`config.mk`:
```
export PLATFORM = sky130hd
export DESIGN_NAME = pfqd_front
export DESIGN_NICKNAME = d
export VERILOG_FILES = /design/src/sv/pfqd_pkg.sv /design/src/sv/pfqd_front.sv
export SDC_FILE = /design/constraint.sdc
export NUM_CORES = 1
export LEC_CHECK = 0
export BUFFER_PORTS_ARGS = -buffer_cell sky130_fd_sc_hd__buf_2
export CAP_MARGIN = 20
export CORE_MARGIN = 1.5
export CORE_UTILIZATION = 56
export CTS_CLUSTER_DIAMETER = 30
export DETAILED_ROUTE_END_ITERATION = 10
export GPL_TIMING_DRIVEN = 1
export PLACE_DENSITY_LB_ADDON = 0.1
export SYNTH_ARGS = -nofsm -noshare
export SYNTH_HDL_FRONTEND = slang
export SYNTH_SLANG_ARGS = --single-unit
```
`constraint.sdc`:
```
create_clock -name clk -period 7.5 [get_ports clk]
set_input_delay 1.875 -clock clk [delete_from_list [all_inputs] [get_ports clk]]
set_output_delay 1.875 -clock clk [all_outputs]
set_load 0.005 [all_outputs]
```
`src/sv/pfqd_pkg.sv`:
```
// shared constants, types and state encodings of the prime factor quotient distance block
package pfqd_pkg;

	localparam int TABLE_SIZE = 131072;
	localparam int ADDR_W     = $clog2(TABLE_SIZE);
	localparam int VAL_W      = 17;
	localparam int DIST_W     = 18;
	localparam int ROOT_W     = (ADDR_W + 1) / 2 + 1;
	localparam int CNT_W      = $clog2(VAL_W + 1);
	localparam int SHIFT_W    = $clog2(VAL_W + 1);

	localparam int EVEN_PRIME       = 2;
	localparam int FIRST_EVEN_COMP  = 4;
	localparam int FIRST_ODD_PRIME  = 3;

	typedef struct packed {
		logic             bad;
		logic [VAL_W-1:0] x;
		logic [VAL_W-1:0] y;
	} item_t;

	typedef struct packed {
		logic              en;
		logic [ADDR_W-1:0] addr;
	} lookup_req_t;

	typedef enum logic [2:0] {
		SV_INIT,
		SV_ICHK,
		SV_IWAIT,
		SV_MARK,
		SV_NEXT,
		SV_DONE
	} sieve_state_t;

	typedef enum logic [2:0] {
		BK_IDLE,
		BK_GCD,
		BK_LOOK,
		BK_WAIT,
		BK_DIV,
		BK_FIN
	} back_state_t;

endpackage

```
`src/sv/pfqd_front.sv`:
```
// front part: accepts items, flags bad operands and queues them for the back part
module pfqd_front (
	input  logic                       clk,
	input  logic                       arst_n,
	input  logic                       table_ready,
	input  logic                       in_valid,
	output logic                       in_stall,
	input  logic [pfqd_pkg::VAL_W-1:0] first_value,
	input  logic [pfqd_pkg::VAL_W-1:0] second_value,
	output logic                       q_valid,
	output pfqd_pkg::item_t            q_item,
	input  logic                       q_pop
);

	pfqd_pkg::item_t ent_q [2];
	logic            wptr_q;
	logic            rptr_q;
	logic [1:0]      count_q;
	logic            push;
	logic            pop;
	logic            oor;
	pfqd_pkg::item_t new_item;

	assign in_stall = !table_ready || (count_q == 2'd2);
	assign push     = in_valid && !in_stall;
	assign q_valid  = (count_q != 2'd0);
	assign q_item   = ent_q[rptr_q];
	assign pop      = q_pop && q_valid;

	// operands at or beyond the table size cannot be looked up
	assign oor = ({1'b0, first_value} >= (pfqd_pkg::VAL_W+1)'(pfqd_pkg::TABLE_SIZE)) ||
		({1'b0, second_value} >= (pfqd_pkg::VAL_W+1)'(pfqd_pkg::TABLE_SIZE));

	always_comb begin
		new_item.x   = first_value;
		new_item.y   = second_value;
		new_item.bad = (first_value == '0) || (second_value == '0) || oor;
	end

	always_ff @(posedge clk) begin
		if (push) begin
			ent_q[wptr_q] <= new_item;
		end
	end

	always_ff @(posedge clk or negedge arst_n) begin
		if (!arst_n) begin
			wptr_q  <= 1'b0;
			rptr_q  <= 1'b0;
			count_q <= 2'd0;
		end else begin
			if (push) begin
				wptr_q <= !wptr_q;
			end
			if (pop) begin
				rptr_q <= !rptr_q;
			end
			count_q <= count_q + 2'(push) - 2'(pop);
		end
	end

endmodule

```
---- Word-level counts from Yosys, hierarchy flattened ----
Memory sizes are Yosys's and may differ from the RTL's.
Index checks and enable logic that the tools add are counted.
word-level totals
  bits in writable memories ............... 70
  memories kept ........................... 1
  flip-flop bits (word level) ............. 4
memories
  name   depth  bits a word  rd ports  clocked after Yosys merged registers in  write ports  RTL line          text
  ent_q  2      35           1         0                                        1            pfqd_front.sv:15  pfqd_pkg::item_t ent_q [2];
cells by class
  reduce and logical (&&, ||, !) cells .... 11
  add/sub/neg operators ................... 2
  mux-type cells .......................... 2
  equal/unequal tests ..................... 1
operators with widths
  cell                  count
  $logic_not A17 Y1     2
  $logic_not A1 Y1      4
  $add A2 B1 Y2         1
  $eq A2 B2 Y1 const B  1
  $logic_and A1 B1 Y1   2
  $logic_or A1 B1 Y1    2
  $mux W1               2
  $reduce_bool A2 Y1    1
  $sub A2 B1 Y2         1

---- Logic depth before layout (Yosys ltp) ----
Gate-level depths: netlist (run 1).
  word-level depth ........................ 6
  mapped depth ............................ 7

---- Worst setup path before layout (run 1) ----
Ideal clock, no wire load.
  path kind ............................... input to register
  start point ............................. input table_ready
  end point ............................... memory ent_q[0][0] (netlist bit) (enable)
  path slack .............................. 3580 ps
  required time ........................... 7073 ps
  buffers on the path ..................... 0
  arrival ................................. 3493 ps
  stages .................................. 2
  cell sequence ........................... o211ai_2 -> nor2_1
on the way
  word-level cells in the longest chain between the ends .. 6
RTL lines
  element                        RTL line          text
  start, declared                pfqd_front.sv:5   input logic table_ready,
  $logic_not A1 Y1               pfqd_front.sv:24  assign in_stall = !table_ready || (count_q == 2'd2);
  $logic_or A1 B1 Y1             pfqd_front.sv:24
  $logic_not A1 Y1               pfqd_front.sv:25  assign push = in_valid && !in_stall;
  $logic_and A1 B1 Y1            pfqd_front.sv:25
  $mux W1                        pfqd_front.sv:41  if (push) begin
  $mux W1 (not written as such)  pfqd_front.sv:42  ent_q[wptr_q] <= new_item;
  end, declared                  pfqd_front.sv:15
No other way between the ends.

---- Worst setup path in the final report (run 1) ----
  start point ............................. input table_ready
  end point ............................... output in_stall
on the way
  word-level cells in the longest chain between the ends .. 2
RTL lines
  element             RTL line          text
  $logic_not A1 Y1    pfqd_front.sv:24
  $logic_or A1 B1 Y1  pfqd_front.sv:24
  end, declared       pfqd_front.sv:7   output logic in_stall,
No other way between the ends.

==> impl_summary.md, run 1 <==
CTS
The worst-case clock buffer depth is 2. The number of gates resized after CTS was 0. After clock tree synthesis, the flow added hold-fix buffers numbering 0. Clock latency on the worst-skew pair, taken at its later pin, is 0.34 ns. TritonCTS built the clock tree.

The H-tree was split into 3 levels. The total setup buffers inserted after CTS is 0. The number of buffers created by CTS is 9.

The clock transition at the registers of the reported paths is 0.07 ns. The tree is rooted in a sky130_fd_sc_hd__clkbuf_8. The CTS sink count is 74.

Global routing
The largest net degree at the start of global routing is 37. In the global route stage, overall resource usage came out at 0.174. The number of antenna violations at the first check in global routing is 0. The first global-routing pass estimated 6.79 mm of wire.

Summed over all layers, the global routing overflow is 0. The number of global-route vias before repair is 1468.

STA
Setup total negative slack on the finished layout was measured at 0 ns. The normalized max-slew margin is 0.294. Setup violations remaining at the end of the flow were counted as 0.

The final count of hold timing violations is 0. The final cycle utilization of the critical path is 0.545. The slew of the pin with the lowest slew margin is 1.06 ns. Setup repair after global routing left no endpoint under its margin. Derived from the worst setup path, the maximum achievable clock frequency is 0.245 GHz. The final-report max-slew violation count is 0.

The worst path in the final design needs a cycle of 4.08 ns, including I/O delays and setup. The maximum clock skew at final layout is 0.00579 ns.

Place
In this run the cell area measured after placement is 3370 µm². The congestion estimate from routability-driven global placement came to 0.722. Counting tap cells, the placed design contains a total of 282 instances. The post-DP HPWL is 3.22 mm.

Buffers placed on the I/O ports in this run total 75.

Worst hold path
The path class of the tightest hold or removal check is register to register. The hold-critical path depth is 1.

Route
In the routed layout, each cell is associated on average with a via count of 5.09. The total DRC errors in the routed layout is 0. The iteration count of the initial detailed-routing pass is 4. The final route contains 1517 vias. The detailed router finished its first iteration with 47 violations. The wire length after detailed routing is 4.83 mm.

The count of nets left with antenna violations once routing finished came out at 0. After detailed routing, the average wire length per cell comes to 16.2 µm.

Critical path
The most critical setup path has its endpoint at in_stall. The worst reg2reg path endpoint is ent_q[1][9]. STA classifies the critical path endpoint as a primary output. In this run the critical register-to-register path is launched from count_q[1]. The launch point of the critical path is table_ready. The worst setup path is launched from an input pin. The reg-to-reg setup timing slack is 5.61 ns.

The worst-path maximum fanout is 2. The required time reported for the critical path endpoint is 5.62 ns. The data arrival time of the worst path is 2.21 ns. The critical path in this run is classified as input pin to primary output. For the worst flop-to-flop path, the logic depth is 3.

Yosys
The flip-flop and latch count after synthesis is 74. The library cell with the largest summed area after synthesis is sky130_fd_sc_hd__edfxtp_1. The number of enable flip-flop cells after synthesis is 70.

The sequential-to-total area share from yosys stat is 0.743. Counting instances in the post-synthesis netlist gives the leading cell types as 70 x sky130_fd_sc_hd__edfxtp_1, 29 x sky130_fd_sc_hd__mux2_4, 6 x sky130_fd_sc_hd__mux2_2, 6 x sky130_fd_sc_hd__nor4_1. The commonest register cell after synthesis is sky130_fd_sc_hd__edfxtp_1. The portion of synthesized cell area occupied by the leading cell type is 0.709.

Sorting the synthesized cells by area gives the leading types as sky130_fd_sc_hd__edfxtp_1 71%, sky130_fd_sc_hd__mux2_4 15%, sky130_fd_sc_hd__dfrtp_1 3.4%. The cell area that synthesis handed to floorplanning was 2960 µm². The count of yosys warnings during synthesis is 0. Counting every instance in the synthesized netlist gives 141. Counting every net in the synthesized netlist gives 182. The mean area per synthesized cell is 21.0 µm². After synthesis, the share of flip-flops with an asynchronous set or reset is 0.0541.

The most numerous cell in the Yosys netlist is sky130_fd_sc_hd__edfxtp_1. The distinct cell type count of the synthesized netlist is 19.

Power and ir drop
The combinational power share is 0.240. Across the VDD grid, the largest voltage drop is 0.271 mV. The switching power is 311 µW. The sequential fraction of design power is 0.473. Power spread over the standard cell area amounts to 344 nW/µm².

Summed over all cells, the static leakage comes to 0.00142 µW. The overall power consumption is 1240 µW. The clock network fraction of total power is 0.287. Internal power comes to 931 µW. Of the total power, the share spent switching nets is 0.250.

Floorplan
Measured along the y axis, the die boundary spans 75.8 µm. The area of the placeable core is 5110 µm². Row generation in the floorplan step produced 26 rows. The total die area is 5740 µm². The number of ports placed on the die boundary is 76. The starting density of the core is 0.580. The die is 75.8 µm wide.

Final layout
The finished cells cover 3610 µm². After the last flow step, the layout net total stands at 264. The filler cell count is 341. In the final layout, the share of cells above drive strength 1 is 0.566. The final instance count without filler cells is 298. The signed area change from the synthesized netlist to the final layout is 21.7%.

Measured on the finished design, the core utilization comes to 0.706. The repair_antennas step left the layout with diodes totalling 0.

Run
The tool flagged a number of max-cap violations equal to 0.

Run status
The flow ran to the end, and the final reports show no timing, DRC or antenna violations.
## sequential cells by signal (all words and copies together) (netlist names)
register	cells
count_q	2
ent_q	70
rptr_q	1
wptr_q	1
## critical path: stages
cell,delay (ns)
sky130_fd_sc_hd__buf_2,0.11
sky130_fd_sc_hd__o21ai_0,0.07
sky130_fd_sc_hd__buf_2,0.15
## final cells by class
class,instances,area [µm²],area share
Timing Repair Buffer,75,375,0.104
Sequential cell,74,2200,0.611
Inverter,3,11.3,0.00312
Multi-Input combinational cell,60,694,0.193
Clock inverter,5,103,0.0285
Tap cell,70,87.6,0.0243
Clock buffer,11,131,0.0364
## worst min path at each step
stage / slack (ns) / start / endpoint
floorplan: 0.46 / count_q[1] / count_q[1]
global placement: 0.48 / count_q[1] / count_q[1]
detailed placement: 0.49 / count_q[1] / count_q[1]
CTS: 0.50 / count_q[1] / count_q[1]
global route: 0.53 / count_q[1] / count_q[1]
finish: 0.50 / count_q[1] / count_q[1]
## layer usage
layer / wire, µm / part of all wire / GRT usage
met1: 1870 / 0.39 / 0.193
met2: 2610 / 0.54 / 0.297
met3: 311 / 0.064 / 0.0767
met4: 34 / 0.0070 / 0.0615
met5: 0 / 0 / 0
## stage by stage
| stage | worst slack, ns | hold WS [ns] |
|---|---|---|
| 6_report | 3.42 | 0.500 |
| 5_1_grt | 3.40 | 0.528 |
| 4_1_cts | 3.41 | 0.505 |
| 3_5_place_dp | 3.41 | 0.491 |
| 3_3_place_gp | 3.46 | 0.476 |
| 2_1_floorplan | 3.58 | 0.459 |
## placed cells by master, fill, tap and decap left out, types with 3 or more instances in the layout
| cell | netlist | final |
|---|---|---|
| sky130_fd_sc_hd__mux2_4 | 29 | 29 |
| sky130_fd_sc_hd__edfxtp_1 | 70 | 70 |
| sky130_fd_sc_hd__buf_2 | 0 | 75 |
| sky130_fd_sc_hd__clkbuf_8 | 0 | 9 |
| sky130_fd_sc_hd__bufinv_16 | 0 | 3 |
| sky130_fd_sc_hd__nor4_1 | 6 | 6 |
| sky130_fd_sc_hd__xnor2_1 | 3 | 3 |
| sky130_fd_sc_hd__dfrtp_1 | 4 | 3 |
| sky130_fd_sc_hd__inv_1 | 3 | 3 |
| sky130_fd_sc_hd__mux2_2 | 6 | 6 |
## cells by family (layout without fill, tap and decap cells)
logic type / Yosys count / after routing / synth area share
multiplexers: 35 / 35 / 0.170
adder cells (fa/ha/maj): 2 / 2 / 0.00844
AND/OR/NAND/NOR: 16 / 16 / 0.0312
AO/OA/AOI/OAI: 3 / 3 / 0.00802
XOR/XNOR: 4 / 4 / 0.0118
flip-flops: 74 / 74 / 0.743
buffers and inverters: 7 / 94 / 0.0279
## power by group through the flow
stage | clock [µW] | combinational (µW) | sequential (µW)
2_1_floorplan | 0 | 271 | 543
3_3_place_gp | 0 | 292 | 593
3_5_place_dp | 0 | 301 | 599
4_1_cts | 362 | 304 | 590
5_1_grt | 381 | 325 | 595
6_report | 356 | 299 | 587
Note: power is estimated with default switching activity, not from simulation.
==> inputs of run 2 (changes only) <==
- CORE_UTILIZATION: 56 -> 47
- clock period: 7.5 -> 3.6 ns (I/O delays scaled with it)
==> run 2 against run 1 <==
  * Clock skew fell by 0.0018 ns
  * Critical path depth fell by 1
  * Combinational power rose by 110%
  * Critical path type is now register to primary output
  * Total power rose by 89%
  * Cell area fell by 1.9%
  * Hold slack got worse by 0.14 ns
  * Non-clock buffer count rose by 1
  * Final cell count rose by 2.0%
  * Critical endpoint is now q_item[1]
==> impl_summary.md, run 2 (synthesized netlist as in run 1, its figures left out) <==
Critical path
The critical path launch point type is a register. The length in cells of the worst reg-to-reg path is 3. The reg-to-reg setup timing slack is 1.70 ns. Along the worst path, the maximum fanout reaches 36. The critical setup path kind is register to primary output. The slowest stage of the critical path belongs to the cell sky130_fd_sc_hd__dfrtp_2. Walking the worst path, the cells encountered are mux2_2 > buf_2. The reg-to-reg critical path startpoint is count_q[1]. The required time reported for the critical path endpoint is 2.70 ns. The cell type group with the largest total delay on the critical path is flip-flops. The critical path runs through a total of 2 cells.

The worst reg2reg path endpoint is ent_q[0][25]. The largest incremental delay on the critical path is 1.06 ns. The data arrival time of the worst path is 1.97 ns. The number of buffers and inverters on the critical path is 1. The critical path endpoint category is a primary output.

STA
The final-report max-slew violation count is 0. The upper clock frequency limit is 0.349 GHz. The clock arrives with 0.00404 ns of skew. In the post-route analysis, the smallest setup slack over all paths is 0.733 ns.

For the pin with the worst max-slew slack, the measured transition is 1.07 ns. Setup violations remaining at the end of the flow were counted as 0. After routing, the total negative slack on setup checks comes to 0 ns.

The final cycle utilization of the critical path is 0.796. The worst path needs 2.87 ns of the cycle, external delays included. In this run the tightest slew margin relative to its limit is 0.288. Setup repair after global routing left no endpoint under its margin. The tightest hold margin is 0.362 ns. The final count of hold timing violations is 0.

Final layout
The final core utilization is 0.591. The ratio of cells with drive above 1 in the final layout is 0.555. The signed area change from the synthesized netlist to the final layout is 19.4%.

The final net count is 265. The most flop-heavy register is ent_q. In the layout the commonest cells are 75 x sky130_fd_sc_hd__buf_2, 70 x sky130_fd_sc_hd__edfxtp_1, 29 x sky130_fd_sc_hd__mux2_4. The largest registers in the layout are ent_q (70), count_q (2).

The most common cell after layout, fill and taps aside is sky130_fd_sc_hd__buf_2. The filler cells instantiated in the layout total 472. The total inserted antenna cells is 0. The register with the most flip-flops in the layout has 70 of them.

Route
The wire length after detailed routing is 4.82 mm. The total DRC errors in the routed layout is 0. After detailed routing, the number of vias per cell comes to 4.98. The first detailed-routing pass ran for 4 iterations.

The first routing iteration left 64 violations. The post-route antenna net violation count is 0. In the final routed layout, each cell accounts on average for 15.8 µm. The overall via count from detail_route is 1513.

Place
Port buffering added 75 buffers. Detailed placement finished with a half-perimeter wire length of 3.29 mm. The placement-stage worst setup slack is 1.05 ns. The final RePlAce weighted congestion is 0.688.

Floorplan
The vertical die dimension is 82.4 µm. The floorplan step set the die width to 82.4 µm. The region available for standard cell placement spans 5990 µm².

The floorplan has 28 rows. For this configuration, the core starts out at a cell density of 0.495. The number of ports placed on the die boundary is 76. The die covers 6790 µm².

Global routing
For met1 alone, demand over resource in global routing was 0.172. The number of global-route vias before repair is 1562. For this run, the total global-route usage over all layers was measured as 0.151. The number of antenna violations at the first check in global routing is 0. In the global route stage, met2 resource usage came out at 0.255. The wire length of the first global-routing pass is 7.11 mm. For met3 alone, demand over resource in global routing was 0.0440.

met2 is the most crowded layer. The total overflow left after global routing is 0. The largest net degree at the start of global routing is 37.

CTS
Clock latency on the worst-skew pair, taken at its later pin, is 0.33 ns. The TritonCTS clock tree is yes. The level count of the clock H-tree is 3. After clock tree synthesis, the flow added hold-fix buffers numbering 0. The worst-case clock buffer depth is 2.

The root buffer cell is sky130_fd_sc_hd__clkbuf_8. The count of instances resized after the clock tree is built is 0. The number of buffers created by CTS is 9. For this design, the sink count on the clock tree is 74.

The number of setup buffers added after CTS is 0. Clock-pin slew was measured on the worst setup and hold paths at 0.07 ns.

Run
The total of max-cap violations is 0.

Worst hold path
In this run the worst hold path is classified as input pin to async pin.

Power and ir drop
The worst ir drop on vdd is 0.325 mV. The areal power density over the cells is 665 nW/µm². The leakage component of the power is 0.00140 µW.

Run status
The run finished with clean final reports.
-- run 2: metal layers --
layer / routed length (µm) / vias up
met5: 0 / -
met4: 93 / 0
met3: 313 / 7
met2: 2560 / 50
met1: 1850 / 735
li1: - / 721
-- run 2: power by group --
| part | internal (µW) | leakage (µW) | switching [µW] | total (µW) |
|---|---|---|---|---|
| Combinational | 404 | 0.000629 | 219 | 623 |
| Clock | 241 | 0.0000796 | 267 | 508 |
| Sequential | 1080 | 0.000686 | 143 | 1220 |
-- run 2: metrics by stage --
step                std cells  power (µW)  instance area (µm²)
floorplan                 141        1690                 2960
global placement          288        1860                 3390
detailed placement        288        1880                 3390
CTS                       304        2390                 3540
global route              304        2490                 3540
finish                    304        2350                 3540
-- run 2: layout make-up --
class	instances	area (µm²)	area share
tap	75	93.8	0.0265
multi-input combinational	60	694	0.196
clock buffer	11	131	0.0371
sequential	74	2200	0.623
timing repair buffer	76	383	0.108
clock inverter	5	21.3	0.00601
inverter	3	11.3	0.00318
-- run 2: worst max-delay path by stage --
| stage | startpoint | slack [ns] | end |
|---|---|---|---|
| after floorplan | table_ready | 0.65 | ent_q[0][0] |
| after global placement | rptr_q | 1.08 | q_item[34] |
| after detailed placement | rptr_q | 1.05 | q_item[1] |
| after CTS | rptr_q | 0.68 | q_item[1] |
| after global routing | rptr_q | 0.62 | q_item[0] |
| final | rptr_q | 0.73 | q_item[1] |
