--- config.mk ---
export PLATFORM = sky130hd
export DESIGN_NAME = pfqd_back
export DESIGN_NICKNAME = d
export VERILOG_FILES = /design/src/sv/pfqd_pkg.sv /design/src/sv/pfqd_back.sv
export SDC_FILE = /design/constraint.sdc
export NUM_CORES = 1
export LEC_CHECK = 0
export ABC_AREA = 1
export BUFFER_PORTS_ARGS = -buffer_cell sky130_fd_sc_hd__buf_4
export CAP_MARGIN = 5
export CORE_UTILIZATION = 62
export DETAILED_ROUTE_END_ITERATION = 12
export PLACE_DENSITY_LB_ADDON = 0.25
export SYNTH_ARGS = -nofsm -noshare
export SYNTH_HDL_FRONTEND = slang
export SYNTH_SLANG_ARGS = --single-unit
--- constraint.sdc ---
create_clock -name clk -period 4.8 [get_ports clk]
set_input_delay 0.48 -clock clk [delete_from_list [all_inputs] [get_ports clk]]
set_output_delay 0.48 -clock clk [all_outputs]
set_load 0.01 [all_outputs]
--- src/sv/pfqd_pkg.sv ---
// shared constants, types and state encodings of the prime factor quotient distance block
package pfqd_pkg;

	localparam int TABLE_SIZE = 131072;
	localparam int ADDR_W     = $clog2(TABLE_SIZE);
	localparam int VAL_W      = 17;
	localparam int DIST_W     = 18;
	localparam int ROOT_W     = (ADDR_W + 1) / 2 + 1;
	localparam int CNT_W      = $clog2(VAL_W + 1);
	localparam int SHIFT_W    = $clog2(VAL_W + 1);

	localparam int EVEN_PRIME       = 2;
	localparam int FIRST_EVEN_COMP  = 4;
	localparam int FIRST_ODD_PRIME  = 3;

	typedef struct packed {
		logic             bad;
		logic [VAL_W-1:0] x;
		logic [VAL_W-1:0] y;
	} item_t;

	typedef struct packed {
		logic              en;
		logic [ADDR_W-1:0] addr;
	} lookup_req_t;

	typedef enum logic [2:0] {
		SV_INIT,
		SV_ICHK,
		SV_IWAIT,
		SV_MARK,
		SV_NEXT,
		SV_DONE
	} sieve_state_t;

	typedef enum logic [2:0] {
		BK_IDLE,
		BK_GCD,
		BK_LOOK,
		BK_WAIT,
		BK_DIV,
		BK_FIN
	} back_state_t;

endpackage

--- src/sv/pfqd_back.sv ---
// back part: binary gcd, table driven factoring of both operands and the gcd, result register
module pfqd_back (
	input  logic                        clk,
	input  logic                        arst_n,
	input  logic                        q_valid,
	input  pfqd_pkg::item_t             q_item,
	output logic                        q_pop,
	output pfqd_pkg::lookup_req_t       req,
	input  logic [pfqd_pkg::VAL_W-1:0]  rdata,
	output logic                        out_valid,
	input  logic                        out_stall,
	output logic [pfqd_pkg::DIST_W-1:0] distance,
	output logic                        bad_operand
);

	pfqd_pkg::back_state_t        state_q, state_d;
	logic [pfqd_pkg::VAL_W-1:0]   x_q, y_q, g_q, a_q, b_q, v_q, p_q, quo_q;
	logic [pfqd_pkg::VAL_W:0]     rem_q;
	logic [pfqd_pkg::SHIFT_W-1:0] k_q;
	logic [pfqd_pkg::CNT_W-1:0]   cnt_q;
	logic [1:0]                   sel_q;
	logic [pfqd_pkg::DIST_W-1:0]  acc_q;
	logic                         bad_q;
	logic                         out_valid_q;
	logic [pfqd_pkg::DIST_W-1:0]  dist_q;
	logic                         bad_out_q;

	logic [pfqd_pkg::VAL_W:0]     trial;
	logic                         fits;
	logic [pfqd_pkg::DIST_W-1:0]  add_src;
	logic [pfqd_pkg::DIST_W-1:0]  acc_upd;
	logic                         load_out;

	assign out_valid   = out_valid_q;
	assign distance    = dist_q;
	assign bad_operand = bad_out_q;

	// one restoring division step per cycle
	assign trial = {rem_q[pfqd_pkg::VAL_W-1:0], quo_q[pfqd_pkg::VAL_W-1]};
	assign fits  = (trial >= {1'b0, p_q});

	// gcd factors are taken off twice, once for each operand
	assign add_src = (rdata == '0) ? pfqd_pkg::DIST_W'(v_q) : pfqd_pkg::DIST_W'(rdata);
	assign acc_upd = (sel_q == 2'd2) ? acc_q - (add_src << 1) : acc_q + add_src;

	always_comb begin
		state_d  = state_q;
		q_pop    = 1'b0;
		req.en   = 1'b0;
		req.addr = v_q[pfqd_pkg::ADDR_W-1:0];
		load_out = 1'b0;
		unique case (state_q)
			pfqd_pkg::BK_IDLE: begin
				if (q_valid) begin
					q_pop   = 1'b1;
					state_d = q_item.bad ? pfqd_pkg::BK_FIN : pfqd_pkg::BK_GCD;
				end
			end
			pfqd_pkg::BK_GCD: begin
				if ((a_q == '0) || (b_q == '0)) begin
					state_d = pfqd_pkg::BK_LOOK;
				end
			end
			pfqd_pkg::BK_LOOK: begin
				if (v_q > pfqd_pkg::VAL_W'(1)) begin
					req.en  = 1'b1;
					state_d = pfqd_pkg::BK_WAIT;
				end else if (sel_q == 2'd2) begin
					state_d = pfqd_pkg::BK_FIN;
				end
			end
			pfqd_pkg::BK_WAIT: begin
				if ((rdata == '0) || (rdata == pfqd_pkg::VAL_W'(pfqd_pkg::EVEN_PRIME))) begin
					state_d = pfqd_pkg::BK_LOOK;
				end else begin
					state_d = pfqd_pkg::BK_DIV;
				end
			end
			pfqd_pkg::BK_DIV: begin
				if (cnt_q == pfqd_pkg::CNT_W'(1)) begin
					state_d = pfqd_pkg::BK_LOOK;
				end
			end
			pfqd_pkg::BK_FIN: begin
				if (!out_valid_q || !out_stall) begin
					load_out = 1'b1;
					state_d  = pfqd_pkg::BK_IDLE;
				end
			end
			default: state_d = pfqd_pkg::BK_IDLE;
		endcase
	end

	always_ff @(posedge clk) begin
		case (state_q)
			pfqd_pkg::BK_IDLE: begin
				x_q   <= q_item.x;
				y_q   <= q_item.y;
				a_q   <= q_item.x;
				b_q   <= q_item.y;
				k_q   <= '0;
				acc_q <= '0;
				bad_q <= q_item.bad;
				sel_q <= 2'd0;
			end
			pfqd_pkg::BK_GCD: begin
				if ((a_q == '0) || (b_q == '0)) begin
					g_q <= (a_q | b_q) << k_q;
					v_q <= x_q;
				end else if (!a_q[0] && !b_q[0]) begin
					a_q <= a_q >> 1;
					b_q <= b_q >> 1;
					k_q <= k_q + 1'b1;
				end else if (!a_q[0]) begin
					a_q <= a_q >> 1;
				end else if (!b_q[0]) begin
					b_q <= b_q >> 1;
				end else if (a_q >= b_q) begin
					a_q <= a_q - b_q;
				end else begin
					b_q <= b_q - a_q;
				end
			end
			pfqd_pkg::BK_LOOK: begin
				if (v_q <= pfqd_pkg::VAL_W'(1)) begin
					if (sel_q == 2'd0) begin
						v_q   <= y_q;
						sel_q <= 2'd1;
					end else if (sel_q == 2'd1) begin
						v_q   <= g_q;
						sel_q <= 2'd2;
					end
				end
			end
			pfqd_pkg::BK_WAIT: begin
				acc_q <= acc_upd;
				p_q   <= rdata;
				rem_q <= '0;
				quo_q <= v_q;
				cnt_q <= pfqd_pkg::CNT_W'(pfqd_pkg::VAL_W);
				if (rdata == '0) begin
					v_q <= pfqd_pkg::VAL_W'(1);
				end else if (rdata == pfqd_pkg::VAL_W'(pfqd_pkg::EVEN_PRIME)) begin
					v_q <= v_q >> 1;
				end
			end
			pfqd_pkg::BK_DIV: begin
				rem_q <= fits ? trial - {1'b0, p_q} : trial;
				quo_q <= {quo_q[pfqd_pkg::VAL_W-2:0], fits};
				cnt_q <= cnt_q - 1'b1;
				if (cnt_q == pfqd_pkg::CNT_W'(1)) begin
					v_q <= {quo_q[pfqd_pkg::VAL_W-2:0], fits};
				end
			end
			default: ;
		endcase
		if (load_out) begin
			dist_q    <= bad_q ? '0 : acc_q;
			bad_out_q <= bad_q;
		end
	end

	always_ff @(posedge clk or negedge arst_n) begin
		if (!arst_n) begin
			state_q     <= pfqd_pkg::BK_IDLE;
			out_valid_q <= 1'b0;
		end else begin
			state_q <= state_d;
			if (load_out) begin
				out_valid_q <= 1'b1;
			end else if (!out_stall) begin
				out_valid_q <= 1'b0;
			end
		end
	end

endmodule

**Word level (Yosys, flattened, before mapping)**

Index checks and enable logic that the tools add are counted.

- Register bits: 207
- Output and inout bits: 39

- Add/sub/neg operators: 7
- Magnitude comparators: 4
- Equal/unequal tests: 24
- Shift-type cells: 1
- Muxes and demuxes: 51
- Bitwise operators: 1
- Reduce and logical (&&, ||, !) cells: 27

Operators by type and width:

| operator | count |
|---|---|
| 2-to-1 mux 17 bit | 19 |
| one-hot mux 17 bit (2 select lines) | 4 |
| one-hot mux 17 bit (4 select lines) | 1 |
| zero test 17 bit | 3 |
| subtractor 17 bit | 3 |
| one-hot mux 18 bit (2 select lines) | 1 |
| 2-to-1 mux 3 bit | 8 |
| one-hot mux 5 bit (2 select lines) | 2 |
| adder 18 x 17 -> 18 bit | 1 |
| >= comparator 18 x 17 -> 1 bit | 1 |
| 2-to-1 mux 18 bit | 1 |
| one-hot mux 3 bit (6 select lines) | 1 |
| subtractor 18 bit | 1 |
| equality test 17 x 2 -> 1 bit (second input constant) | 1 |
| >= comparator 17 bit | 1 |
| > comparator 17 x 1 -> 1 bit (second input constant) | 1 |
| <= comparator 17 x 1 -> 1 bit (second input constant) | 1 |
| OR 17 bit | 1 |
| left shift 17 x 5 -> 17 bit | 1 |
| != test 2 bit (second input constant) | 7 |
| != test 3 bit (second input constant) | 4 |
| != test 4 bit (second input constant) | 3 |
| 2-to-1 mux 5 bit | 2 |
| AND reduction 3 bit | 3 |
| other kinds (23) | 44 |

**Longest topological paths before layout**

Gate-level depths: netlist (run 1).

- Word-level depth: 7
- Depth in mapped cells: 20
- Gate-level depth less buffers: 20

**Worst setup path before layout (run 1)**

OpenSTA, ideal clock, no wires.

- Kind: flip-flop to flip-flop
- Start point: register state_q[0]
- End point: register b_q[10] (netlist name), enable pin
- Arrival: 3.249 ns
- Required time: 4.412 ns
- Path slack: 1.162 ns
- Cell stages (with the launch flop): 6
- Period minus slack after synthesis: 3.638 ns
- Cells stage by stage: dfrtp_1 > inv_2 > nand2_1 > nor2_1 > nor2_1 > nor2_1

- Word-level cells in the longest chain between the ends: 3
- Elaborated cells between the ends (all ways): 7
- Classes of those cells: eq/ne (4); reduce/logical (3)

RTL lines:

| element | line | source |
|---|---|---|
| from (decl) | pfqd_back.sv:16 | `pfqd_pkg::back_state_t state_q, state_d;` |
| from (signal assigned) | pfqd_back.sv:165 | `state_q <= pfqd_pkg::BK_IDLE;` |
| from (signal assigned) | pfqd_back.sv:168 | `state_q <= state_d;` |
| equality test 3 x 1 -> 1 bit / zero test 3 bit (equally long branches) | pfqd_back.sv:95 | `case (state_q)` |
| != test 4 bit (no source line), or another cell as far along | - |  |
| AND reduction 4 bit (no source line) * | - |  |
| to (signal assigned) | pfqd_back.sv:100 | `b_q <= q_item.y;` |
| to (signal assigned) | pfqd_back.sv:112 | `b_q <= b_q >> 1;` |
| to (signal assigned) | pfqd_back.sv:117 | `b_q <= b_q >> 1;` |
| to (decl) | pfqd_back.sv:17 | `logic [pfqd_pkg::VAL_W-1:0] x_q, y_q, g_q, a_q, b_q, v_q, p_q, quo_q;` |

Every way passes the cells marked *; elsewhere a longest branch is shown, timed or not.
A chain may end at the register's enable or synchronous reset.

**Worst setup path in the final report (run 1)**

- Start point: register a_q[10] (netlist name)
- End point: register a_q[3] (netlist name), enable pin

- Word-level cells in the longest chain between the ends: 4
- Elaborated cells between the ends (all ways): 6
- Classes of those cells: order compare (1); eq/ne (2); reduce/logical (3)

RTL lines:

| element | line | source |
|---|---|---|
| from (decl) | pfqd_back.sv:17 |  |
| from (signal assigned) | pfqd_back.sv:99 | `a_q <= q_item.x;` |
| from (signal assigned) | pfqd_back.sv:111 | `a_q <= a_q >> 1;` |
| from (signal assigned) | pfqd_back.sv:115 | `a_q <= a_q >> 1;` |
| parallel branches: the longest is 3 deep, another holds >= comparator 17 bit | - |  |
| AND reduction 4 bit (no source line) * | - |  |

Every way passes the cells marked *.

==> results.cfg, run 1 <==
[global_route]
grt_pass1_wl_um = 69480
gr-total-overflow = 0
grt_pass1_vias = 13330
grt_max_degree = 54
grt_antenna_before_repair = 0
grt_usage_pct = 36.75

[synthesis]
ys_seq_area_share_pct = 41.47
syn_inst = 1936
syn_area_per_cell_sq_um = 7.717
ys_warn_count = 0
synth_edf_count = 203
async_flop_share_pct = 1.932
syn-num-nets = 2100
synth_ff_type = edfxtp_1
ys_seq_elements = 207
synth_cell_type_count = 50
synth_area_sq_mm = 0.01494

[run_status]
outcome = complete, no violations

[floorplan]
io_pins = 95
core_sq_mm = 0.02354
die_w_um = 157.2
die_h_um = 157.2
initial_core_util_pct = 63.46
rows = 56
dieArea_sq_mm = 0.02472

[route]
drt-total-wl_um = 44930
wl_per_cell_um = 19.05
drc = 0
viasPerCell = 5.895
dr.first_iter.drc_count = 1363
vias = 13910
ant_nets = 0
drtPass1Iterations = 6

[clock_network]
cts_tree = done
clockBufferDepth = 3
cts-buffers-inserted = 23
clkSlewWorstSetupHoldPaths_ps = 60
cts-root-buf = clkbuf_16
cts.sinks = 207
post_cts_resized = 0
h-tree-depth = 1
clk_latency_ps = 530

[critical_path]
cpMaxStageDelayCell = inv_1
worst_ep_arrival_time_ps = 3420
path_common_cell = nand2_1
crit_required_ps = 4940
end_kind = flip-flop
worstSetupPathType = flip-flop to flip-flop
path_cells = inv_1, ha_1, nor2_1, nand2_2, nor4_2, nand2_2, nand2_1, nor2_1, nand2_1, nand2_1, inv_1
crit_path_max_incr_delay_ps = 620
start_kind = flip-flop
crit_fanout = 16
r2r.worst_path.cells = 11

[sta]
max_freq_mhz = 305.2
fin_worst_skew_ps = 20.58
relSlewSlack_pct = 17.91
fin_crit_sh_pct = 68.26
drv_slew = 0
finalSetupTns_ps = 0
hold_viol = 0
holdWs_ps = 140.0
rsz0062_at_grt = false
setup_violations = 0
fin_ws_ps = 1523
finalCriticalPeriod_ps = 3277
tightest_slew_ps = 1225

[place]
hpwlAfterDp_um = 35040
gp_congestion = 0.9909
preCtsSetupSlack_ps = 1071
placed_area_sq_mm = 0.01595
portBuffers = 94

[power]
p_int_mw = 6.665
switching_power_mw = 6.745
power_density_mw_per_mm2 = 799.2
seqPwrFrac_pct = 26.8
p_comb_share_pct = 58.6
peakVddDrop_mv = 0.5866
swShare_pct = 50.30
power_mw = 13.41
leakage_nw = 7.708
clkPwrFrac_pct = 14.6

[final_layout]
nets = 2189
insertedDiodeCount = 0
layout-drive-gt1-share_pct = 10.00
area_growth_pct = 12.30
multi_input_area_sq_mm = 0.007517
seq_area_sq_mm = 0.006196
postLayoutCellArea_sq_mm = 0.01678
fillers = 1929

[min_path]
hold_path.class = input port to flip-flop
whs_path_depth = 1

[flow_run]
drv_cap = 0
synthesized netlist by cell type (all sizes together), types with 2 or more instances:
| cell | number | area (sq um) |
|---|---|---|
| nor3 | 17 | 90.09 |
| nor2 | 278 | 1096 |
| a31oi | 5 | 31.28 |
| nand4 | 25 | 156.4 |
| a21oi | 163 | 864.6 |
| clkbuf | 31 | 116.4 |
| nand3 | 107 | 558.0 |
| xor2 | 29 | 254.0 |
| edfxtp | 203 | 6096 |
| o21a | 2 | 15.01 |
| o21bai | 6 | 45.04 |
| dfrtp | 4 | 100.1 |
| o2111ai | 3 | 26.28 |
| ha | 103 | 1289 |
| fa | 5 | 100.1 |
| o21ai | 119 | 599.3 |
| buf | 12 | 73.82 |
| xnor2 | 2 | 17.52 |
| and2 | 3 | 18.77 |
| inv | 273 | 1025 |
| clkinv | 5 | 20.01 |
| o22ai | 4 | 25.02 |
| a221oi | 11 | 96.34 |
| nand2 | 485 | 1918 |
| nand3b | 27 | 202.7 |
| or2 | 4 | 25.02 |
| nor4 | 2 | 18.77 |
| a21o | 2 | 15.01 |
layout by cell type, fill, tap and decap left out, types with 25 or more instances in the layout:
| cell type | count |
|---|---|
| a21oi_1 | 152 |
| nand4_1 | 25 |
| nand2_1 | 468 |
| inv_1 | 268 |
| buf_4 | 106 |
| nand3_1 | 104 |
| xor2_1 | 29 |
| edfxtp_1 | 203 |
| o21ai_0 | 118 |
| nor2_1 | 260 |
| ha_1 | 103 |
| nand3b_1 | 27 |
cell type report:
| type | count | area share, % |
|---|---|---|
| multi-input combinational | 1408 | 44.80 |
| sequential | 207 | 36.93 |
| inverter | 278 | 6.227 |
| timing repair buffer | 107 | 4.802 |
| clock buffer | 27 | 3.520 |
| tap | 319 | 2.379 |
| clock inverter | 13 | 1.342 |
flip-flops by register name, summed over array words and instances (netlist names), 2 cells and up:
name,cells
b_q,17
v_q,17
rem_q,17
a_q,17
k_q,5
quo_q,17
cnt_q,5
p_q,17
sel_q,2
acc_q,18
y_q,17
distance,18
g_q,17
state_q,3
x_q,17
per-layer routing:
layer / track usage [%] / part of all wire [%] / wire length (um) / up-vias
met1: 44.71 / 38 / 16910 / 6467
met2: 64.75 / 49 / 22160 / 703
met3: 3.442 / 7.9 / 3554 / 158
met5: 0 / 0 / 0 / -
met4: 19.00 / 5.1 / 2304 / 0
li1: - / - / - / 6578
timing repair:
item	CTS	global route
buffers inserted	0	0
hold endpoints to repair	4	0
hold buffers	1	0
through the flow:
step	instances	utilization [%]
floorplan	1936	-
CTS	2359	71.27
global route	2359	71.27
finish	2359	71.27
global placement	2318	67.76
detailed placement	2318	67.76
power by group through the flow:
stage / combinational, mW / sequential, mW / clock [mW]
2_1_floorplan: 5.51 / 3.42 / 0
3_3_place_gp: 7.53 / 3.59 / 0
3_5_place_dp: 7.65 / 3.61 / 0
4_1_cts: 7.70 / 3.58 / 1.96
5_1_grt: 8.68 / 3.66 / 2.02
6_report: 7.85 / 3.60 / 1.96
critical path, delay by kind of cell (launching register included):
kind                       cells  cell delay [ps]
adders and majority gates      1              320
buffers and inverters          2              770
DFF                            1              440
and+or+nand+nor                8             1350
kinds of logic after synthesis:
family,synth area share (%)
compound gates,11.77
xor+xnor,1.817
fa+ha+maj,9.296
buf+inv,8.266
flops,41.47
simple gates,27.38
worst paths after layout:
check / start / endpoint / slack, ps
min: q_item[10] / y_q[10] / 140
max in group asynchronous: arst_n / state_q[1] / 4380
max: a_q[10] / a_q[3] / 1520
min reg2reg: x_q[9] / v_q[9] / 530
min in group asynchronous: arst_n / out_valid / 330
max reg2reg: a_q[10] / a_q[3] / 1520
Note: power is estimated with default switching activity, not from simulation.
==> run 2: changes to the inputs <==
Clock period 4.8 ns to 3.4 ns, I/O delays scaled along.
==> results.cfg, run 2 (synthesis gave the netlist of run 1 again) <==
[route]
drtPass1Iterations = 5
dr.first_iter.drc_count = 1425
vias = 14070
drc = 0
ant_nets = 0
drt-total-wl_um = 45680
wl_per_cell_um = 19.16
viasPerCell = 5.902

[critical_path]
worstSetupPathType = flip-flop to flip-flop
critPathCapture = rem_q[7]
end_kind = flip-flop
crit_start = rem_q[14]
regToRegStartpoint = rem_q[14]
path_cells = ha_1, a21oi_1, o21ai_0, nor3_2, nand2_4, inv_2, nor2_1, nor2_1
path_common_cell = nor2_1
r2r.worst_path.cells = 8
rrSetupSlack_ps = 390
start_kind = flip-flop
worst_ep_arrival_time_ps = 3390
crit_path_max_incr_delay_ps = 1020
r2r-end = rem_q[7]
crit_required_ps = 3780
cpMaxStageDelayCell = nor3_2
crit_fanout = 16

[clock_network]
cts-buffers-inserted = 24
clk_latency_ps = 530
post_cts_buffers = 0
cts-root-buf = clkbuf_16
cts_tree = done
h-tree-depth = 1
clkSlewWorstSetupHoldPaths_ps = 60
cts.sinks = 207
clockBufferDepth = 3

[sta]
relSlewSlack_pct = 13.88
hold_viol = 0
fin_crit_sh_pct = 88.55
setup_violations = 0
fin_worst_skew_ps = 13.22
tightest_slew_ps = 1285
rsz0062_at_grt = false
finalCriticalPeriod_ps = 3011
finalSetupTns_ps = 0
fin_ws_ps = 389.2
max_freq_mhz = 332.1
drv_slew = 0

[power]
p_comb_share_pct = 59.2
power_density_mw_per_mm2 = 1114
seqPwrFrac_pct = 27.0
switching_power_mw = 9.605
swShare_pct = 50.88
peakVddDrop_mv = 0.5815
power_mw = 18.88
p_int_mw = 9.273
clkPwrFrac_pct = 13.8
leakage_nw = 7.791

[place]
portBuffers = 94
hpwlAfterDp_um = 35520
preCtsSetupSlack_ps = 149.5
gp_congestion = 1.009

[final_layout]
fillers = 1898
final_cell_mix = nand2_1, inv_1, nor2_1
insertedDiodeCount = 0
area_growth_pct = 13.41
fin_util_pct = 71.97
final_common_cell = nand2_1
layout-drive-gt1-share_pct = 10.56
nets = 2211

[global_route]
grt_antenna_before_repair = 0
grt_usage_pct = 37.21
grt_pass1_wl_um = 70410
gr-total-overflow = 0
grt_max_degree = 40
grt_pass1_vias = 13560

[min_path]
hold_path.class = input port to flip-flop

[floorplan]
core_sq_mm = 0.02354
rows = 56
die_w_um = 157.2
io_pins = 95
die_h_um = 157.2
dieArea_sq_mm = 0.02472
initial_core_util_pct = 63.46

[run_status]
outcome = complete, no violations

[flow_run]
drv_cap = 0
[run 2: cell types whose count changed in the layout (fill, tap and decap cells not counted), moves of 3 or more]
| cell | previous run | this run |
|---|---|---|
| dlygate4sd3_1 | 1 | 10 |
| clkinv_1 | 4 | 9 |
| clkbuf_1 | 4 | 1 |
| buf_4 | 106 | 117 |
| bufinv_16 | 6 | 2 |
[run 2: worst min path at each step]
stage / start / end / slack (ps) / cells past startpoint
after CTS: q_item[24] / x_q[7] / 1 / 1
after detailed placement: arst_n / out_valid / 140 / 1
after global routing: q_item[15] / y_q[15] / 4 / 1
final: q_item[30] / x_q[13] / 10 / 1
after global placement: arst_n / out_valid / 140 / 1
after floorplan: arst_n / out_valid / 40 / 0
[run 2: stage by stage]
stage | hold slack, ps | cells | area (sq um)
global placement | 141.3 | 2330 | 16060
CTS | 1.312 | 2383 | 16930
global route | 4.276 | 2384 | 16940
floorplan | 44.41 | 1936 | 14940
detailed placement | 141.9 | 2330 | 16060
finish | 9.638 | 2384 | 16940
[run 2: layout make-up]
cell class / instances / area (sq um) / share of cell area [%]
multi-input combinational: 1408 / 7517 / 44.37
clock inverter: 18 / 158.9 / 0.9378
tap: 319 / 399.1 / 2.356
sequential: 207 / 6196 / 36.57
inverter: 278 / 1045 / 6.166
clock buffer: 26 / 629.4 / 3.714
timing repair buffer: 128 / 998.5 / 5.893
[run 2: critical path, delay by kind of cell (launching register included)]
| family | cells | cell delay [ps] |
|---|---|---|
| AND/OR/NAND/NOR | 4 | 1470 |
| flip-flops | 1 | 390 |
| AO/OA/AOI/OAI | 2 | 390 |
| adder cells (fa/ha/maj) | 1 | 340 |
| buffers and inverters | 1 | 280 |
[run 2: per-layer routing]
metal | GRT usage (%) | wire length, um | vias up
met1 | 43.45 | 16790 | 6455
met5 | 0 | 0 | -
li1 | - | - | 6624
met3 | 4.240 | 3407 | 222
met2 | 64.16 | 21970 | 769
met4 | 25.66 | 3503 | 0
[run 2: timing repair]
action | CTS | global route
hold buffers | 9 | 1
resized for setup | 0 | 0
endpoints found under the hold margin | 12 | 1
[run 2: power groups by stage]
stage | clock (mW) | combinational (mW) | sequential (mW)
floorplan | 0 | 7.79 | 4.82
global placement | 0 | 10.7 | 5.07
detailed placement | 0 | 10.9 | 5.10
CTS | 2.60 | 11.0 | 5.06
global route | 2.69 | 12.3 | 5.17
finish | 2.61 | 11.2 | 5.09
